**config.mk**
```make
export PLATFORM = sky130hd
export DESIGN_NAME = mmrc_scan
export DESIGN_NICKNAME = d
export VERILOG_FILES = /design/src/design/mmrc_pkg.sv /design/src/design/mmrc_scan.sv
export SDC_FILE = /design/constraint.sdc
export NUM_CORES = 1
export LEC_CHECK = 0
export ABC_AREA = 1
export BUFFER_PORTS_ARGS = -buffer_cell sky130_fd_sc_hd__buf_2
export CELL_PAD_IN_SITES_DETAIL_PLACEMENT = 0
export CELL_PAD_IN_SITES_GLOBAL_PLACEMENT = 1
export CORE_MARGIN = 2
export CORE_UTILIZATION = 38
export CTS_BUF_LIST = sky130_fd_sc_hd__clkbuf_8 sky130_fd_sc_hd__clkbuf_16
export CTS_CLUSTER_SIZE = 25
export DETAILED_ROUTE_END_ITERATION = 7
export PLACE_DENSITY_LB_ADDON = 0.25
export SYNTH_ARGS = -nofsm -noshare
export SYNTH_HDL_FRONTEND = slang
export SYNTH_SLANG_ARGS = --single-unit
```
**constraint.sdc**
```tcl
create_clock -name clk -period 3.15 [get_ports clk]
set_input_delay 0.1575 -clock clk [delete_from_list [all_inputs] [get_ports clk]]
set_output_delay 0.1575 -clock clk [all_outputs]
set_load 0.005 [all_outputs]
```
**src/design/mmrc_pkg.sv**
```systemverilog
// Shared types, codes and helpers for the memory map range checker.
package mmrc_pkg;

  // Item modes.
  localparam logic [1:0] MODE_CLEAR = 2'd0;
  localparam logic [1:0] MODE_LOAD  = 2'd1;
  localparam logic [1:0] MODE_QUERY = 2'd2;

  // Result status codes.
  localparam logic [1:0] STATUS_DONE     = 2'd0;
  localparam logic [1:0] STATUS_TOO_LONG = 2'd1;
  localparam logic [1:0] STATUS_FULL     = 2'd2;

  // Configuration register indexes.
  localparam int unsigned CFG_IDX_W = 1;
  localparam logic [CFG_IDX_W-1:0] REG_KERNEL_START = 1'd0;
  localparam logic [CFG_IDX_W-1:0] REG_KERNEL_END   = 1'd1;

  // Longest region that is still stored.
  localparam logic [63:0] LEN_LIMIT = 64'h0000_0001_0000_0000;

  // Type code of usable memory.
  localparam logic [31:0] USABLE_TYPE = 32'd1;

  // One stored region.
  typedef struct packed {
    logic        usable;
    logic [63:0] end_addr;
    logic [63:0] start_addr;
  } region_t;

  localparam int unsigned ENTRY_W = $bits(region_t);

  // Answer from the scan engine.
  typedef struct packed {
    logic done;
    logic usable;
  } scan_rsp_t;

  // Unsigned overlap test of [s1,e1) against [s2,e2), with no special
  // treatment of empty or wrapped ranges.
  function automatic logic ranges_touch(input logic [63:0] s1, input logic [63:0] e1,
                                        input logic [63:0] s2, input logic [63:0] e2);
    logic res;
    if (s1 < s2) begin
      res = (e1 > s2);
    end else begin
      res = (s1 < e2);
    end
    return res;
  endfunction

endpackage

```
**src/design/mmrc_scan.sv**
```systemverilog
// Ordered scan engine: reads one region a cycle and decides at the first match.
module mmrc_scan #(
  parameter int CNT_W = 8,
  parameter int IDX_W = 7
) (
  input  logic                     clk,
  input  logic                     rst,
  input  logic                     start,
  input  logic [CNT_W-1:0]         count,
  input  logic [63:0]              q_start,
  input  logic [63:0]              q_end,
  output logic                     rd_en,
  output logic [IDX_W-1:0]         rd_addr,
  input  logic [mmrc_pkg::ENTRY_W-1:0] rd_data,
  output mmrc_pkg::scan_rsp_t      rsp
);

  logic             busy;
  logic [CNT_W-1:0] issue_idx;
  logic             data_valid;
  logic             data_last;
  mmrc_pkg::region_t entry;
  logic             hit_bad;
  logic             hit_good;

  assign entry   = mmrc_pkg::region_t'(rd_data);
  assign rd_en   = busy && (issue_idx < count);
  assign rd_addr = issue_idx[IDX_W-1:0];

  // A non-usable overlapping region ends the scan first, as it is tested first.
  assign hit_bad  = !entry.usable &&
                    mmrc_pkg::ranges_touch(q_start, q_end, entry.start_addr, entry.end_addr);
  assign hit_good = entry.usable && (q_start >= entry.start_addr) &&
                    (q_end <= entry.end_addr);

  always_comb begin
    rsp.done   = data_valid && (hit_bad || hit_good || data_last);
    rsp.usable = !hit_bad && hit_good;
  end

  always_ff @(posedge clk) begin
    if (rst) begin
      busy       <= 1'b0;
      data_valid <= 1'b0;
      data_last  <= 1'b0;
      issue_idx  <= '0;
    end else if (start) begin
      busy       <= 1'b1;
      data_valid <= 1'b0;
      issue_idx  <= '0;
    end else if (rsp.done) begin
      busy       <= 1'b0;
      data_valid <= 1'b0;
    end else begin
      data_valid <= rd_en;
      data_last  <= (issue_idx + CNT_W'(1)) == count;
      if (rd_en) begin
        issue_idx <= issue_idx + CNT_W'(1);
      end
    end
  end

endmodule

```
Word level (Yosys, flattened, before mapping)
Index checks and enable logic that the tools add are counted.
{"block": "classes", "n_addsub": 1, "n_lt_le_gt_ge": 6, "n_eq_ne": 1, "muxes": 3, "n_bitwise": 2, "reduce_logical": 15}
{"cell": "$lt 64x64->1", "count": 2}
{"cell": "$ge 64x64->1", "count": 1}
{"cell": "$gt 64x64->1", "count": 1}
{"cell": "$le 64x64->1", "count": 1}
{"cell": "$add 8x1->8 const B", "count": 1}
{"cell": "$eq 8x8->1", "count": 1}
{"cell": "$lt 8x8->1", "count": 1}
{"cell": "$logic_and 1x1->1", "count": 6}
{"cell": "$reduce_and 2->1", "count": 2}
{"cell": "$mux 1", "count": 3}
{"cell": "$reduce_or 3->1", "count": 1}
{"cell": "$logic_not 1->1", "count": 2}
{"cell": "$logic_or 1x1->1", "count": 2}
{"cell": "$not 1->1", "count": 2}
{"cell": "$reduce_bool 2->1", "count": 1}
{"cell": "$reduce_or 2->1", "count": 1}
{"block": "totals", "regBits": 11, "input_bits": 268, "out_inout_bits": 10, "wordCells": 32}

Depth between registers and ports, before layout
{"block": "logic_depth", "word_depth": 8, "ltp_mapped": 24}

Worst setup path before layout
Ideal clock, no wire load.
{"block": "synth_timing", "path_kind": "register to register", "start": "register issue_idx[1]", "end": "register issue_idx[7]", "setup_ps": 115, "t_arrival_ps": 1834, "t_required_ps": 3035, "setup_slack_ps": 1201, "path_stages_with_launch": 13, "synth_period_minus_slack_ps": 1949, "cell_sequence": "dfxtp_1 -> ha_1 -> inv_1 -> nor2_1 -> o211ai_1 -> nand2_1 -> a21oi_1 -> o21bai_1 -> a311oi_1 -> buf_2 -> nand3_1 -> nand2_1 -> nor2_1"}
{"block": "synth_between", "elab_chain_len": 3}
{"element": "from (decl)", "line_no": "mmrc_scan.sv:19", "source": "logic [CNT_W-1:0] issue_idx;"}
{"element": "from (signal assigned)", "line_no": "mmrc_scan.sv:58", "source": "issue_idx <= issue_idx + CNT_W'(1);"}
{"element": "$lt 8x8->1", "line_no": "mmrc_scan.sv:27", "source": "assign rd_en = busy && (issue_idx < count);"}
{"element": "$logic_and 1x1->1", "line_no": "mmrc_scan.sv:27"}
{"element": "via rd_en", "line_no": "mmrc_scan.sv:12", "source": "output logic rd_en,"}
{"element": "$reduce_and 2->1 (no source line)"}
The timed path passes the listed nets, and every way through them passes these cells.
A chain may end at the register's enable or synchronous reset.

==> summary.txt <==
Status: completed
Chip height: 141 um
Pre-antenna DRT Iters: 5
Total power: 1.42 mW
Power per Cell Area: 160 nW/um2
Hold-fix buffers at CTS: 0
I/O pins: 278
Die X: 141 um
Post-DP HPWL: 19800 um
Vias per cell: 4.70
Overflow after GRT: 0
Critical path peak fanout: 15
Synth cell types: 34
Worst-case clock buffer depth: 2
WS Path Type: in -> out
First-pass GRT wire length: 34200 um
Clk_lat worst skew: 240 ps
Slew headroom: 0.611
Startpoint types: primary input
Worst min path class: in -> reg
Synthesized area: 7160 um2
Num CTS Buffers: 3
Largest net degree at the start of global routing: 16
Most common cell after layout, fill and taps aside: buf_2
Die area: 20000 um2
Syn nets: 1629
Setup TNS: 0 ps
Starting DRT DRC Count: 158
RePlAce Congestion: 0.838
Leakage power: 5.53 nW
Area Growth Syn to Fin: 23.7%
Share of the synthesized area in the top cell type: 0.461
Fin. Hold Viols: 0
Root buf cell: clkbuf_16
# port buffers: 277
Data arrival, critical path: 2200 ps
Core footprint: 18600 um2
CTS Sinks: 11
Clk slew on worst S/H paths: 40 ps
Slew @ Worst Pin: 581 ps
RSZ-0062 raised after global routing: no
Final core utilization: 0.477
Post-synthesis instance total: 1097
# H-tree levels: 1
Kind of cell adding the most delay to the critical path: simple AND/OR/NAND/NOR gates
CP max stage delay: 440 ps
Area of placed instances: 8780 um2
Share of cells above drive strength 1: 0.215
# DRC: 0
Crit-path cells: buf_2, inv_1, ha_1, nand4_1, nor3_1, nand4_1, inv_1, o21ai_1, nand2_1, nand2_1, nand3_1, nand2_1, inv_1, nand2_2, nand2_4, inv_1, buf_2
Final non-filler cell total: 1605
Setup repair bufs after CTS: 0
Maximum operating frequency: 424 MHz
Area of the multi-input gates: 6120 um2
Setup violators final: 0
Clock Skews: 2.35 ps
CP bufs+invs: 6
Critical path endpoint category: output port
Critical Path Most Common Cell: inv_1
Total Routing Usage GR: 0.206
Max-cap violations: 0
Total Wirelength: 20900 um
Via count: 7545
Fill cells: 2013
FF+latch count, synth: 11
Final Critical Period: 2360 ps
Initial Util: 0.385
Max VDD drop: 186 uV
Synthesis Warnings: 0
Final #Nets: 1903
Sequential Area: 220 um2
Resized cells post-CTS: 0
Tcrit/Tclk final: 0.748
Most frequent cells in the layout: buf_2 (277), ha_1 (264), nand2_1 (251)
Slowest-stage cell, CP: nor3_1
Routed len/inst: 13.0 um
Slew Viols, Final: 0
Final Cell Area: 8860 um2
CTS tree: yes
Placed insts: 1600
Mean Syn Cell Area: 6.53 um2
Initial antenna violation count: 3
Worst path required time: 2990 ps
Seq/Total Area, Yosys: 0.0308
Core Rows: 50
Vias in the first global route: 7387
Routed Antenna Nets: 0
Synth area leaders: ha_1 (46%), nand2_1 (13%), inv_1 (10%), a21oi_1 (9.1%), nor2_1 (4.5%)
Synth area leader: ha_1
-- power breakdown --
part / switching (mW) / internal (mW)
Clock: 0.0645 / 0.167
Sequential: 0.00790 / 0.147
Combinational: 0.577 / 0.457
Total: 0.649 / 0.770
-- flip-flops by register name (all words and copies together), names as in the netlist --
| signal | cells |
|---|---|
| data_valid | 1 |
| data_last | 1 |
| busy | 1 |
| issue_idx | 8 |
-- cells in the mapped netlist, drive strengths merged --
master	n
nand3b	1
a31oi	1
dfxtp	11
nor3	12
inv	201
nand2	254
xor2	7
nand3	35
o21ai	36
o221ai	1
a311oi	1
a21o	2
nor4	3
ha	264
nor2	88
xnor2	1
o21a	10
o211ai	2
a21oi	130
buf	9
a2111oi	1
nor3b	1
nand4	21
o21bai	5
-- worst paths after layout --
check	startpoint	end	slack, ps	cells after the start
setup / recovery	rd_data[111]	rsp[1]	790	17
hold / removal	start	data_valid	130	2
setup reg to reg	issue_idx[3]	issue_idx[4]	1060	11
hold reg to reg	busy	busy	470	2
-- cell families (layout without fill, tap and decap cells) --
kind of cell | Yosys count | in the layout | share of synthesized area
other cells | 0 | 1 | 0
fa+ha+maj | 264 | 264 | 0.461
flops | 11 | 11 | 0.0308
compound gates | 189 | 189 | 0.140
buf+inv | 210 | 483 | 0.115
xor+xnor | 8 | 8 | 0.00979
simple gates | 415 | 415 | 0.243
-- metrics by stage --
stage | hold slack, ps | setup WS (ps)
after CTS | 125 | 737
after detailed placement | 376 | 652
after floorplan | 227 | 1200
after global routing | 141 | 500
after global placement | 374 | 752
final | 125 | 793
-- final cells by class --
| type | count | share of cell area |
|---|---|---|
| Clock inverter | 1 | 0.000424 |
| Inverter | 201 | 0.0852 |
| Tap cell | 234 | 0.0330 |
| Clock buffer | 3 | 0.00847 |
| Sequential cell | 11 | 0.0249 |
| Antenna cell | 1 | 0.000282 |
| Timing Repair Buffer | 278 | 0.157 |
| Multi-Input combinational cell | 876 | 0.690 |
-- routing by layer --
metal,wire [um],part of all wire,track usage,up-vias
met1,10000,0.48,0.272,3141
met4,214,0.010,0.0253,4
met2,9690,0.46,0.370,175
met5,27,0.0013,0,-
li1,-,-,-,4201
met3,964,0.046,0.0240,24
No activity file was read; power rests on OpenSTA's default activity.
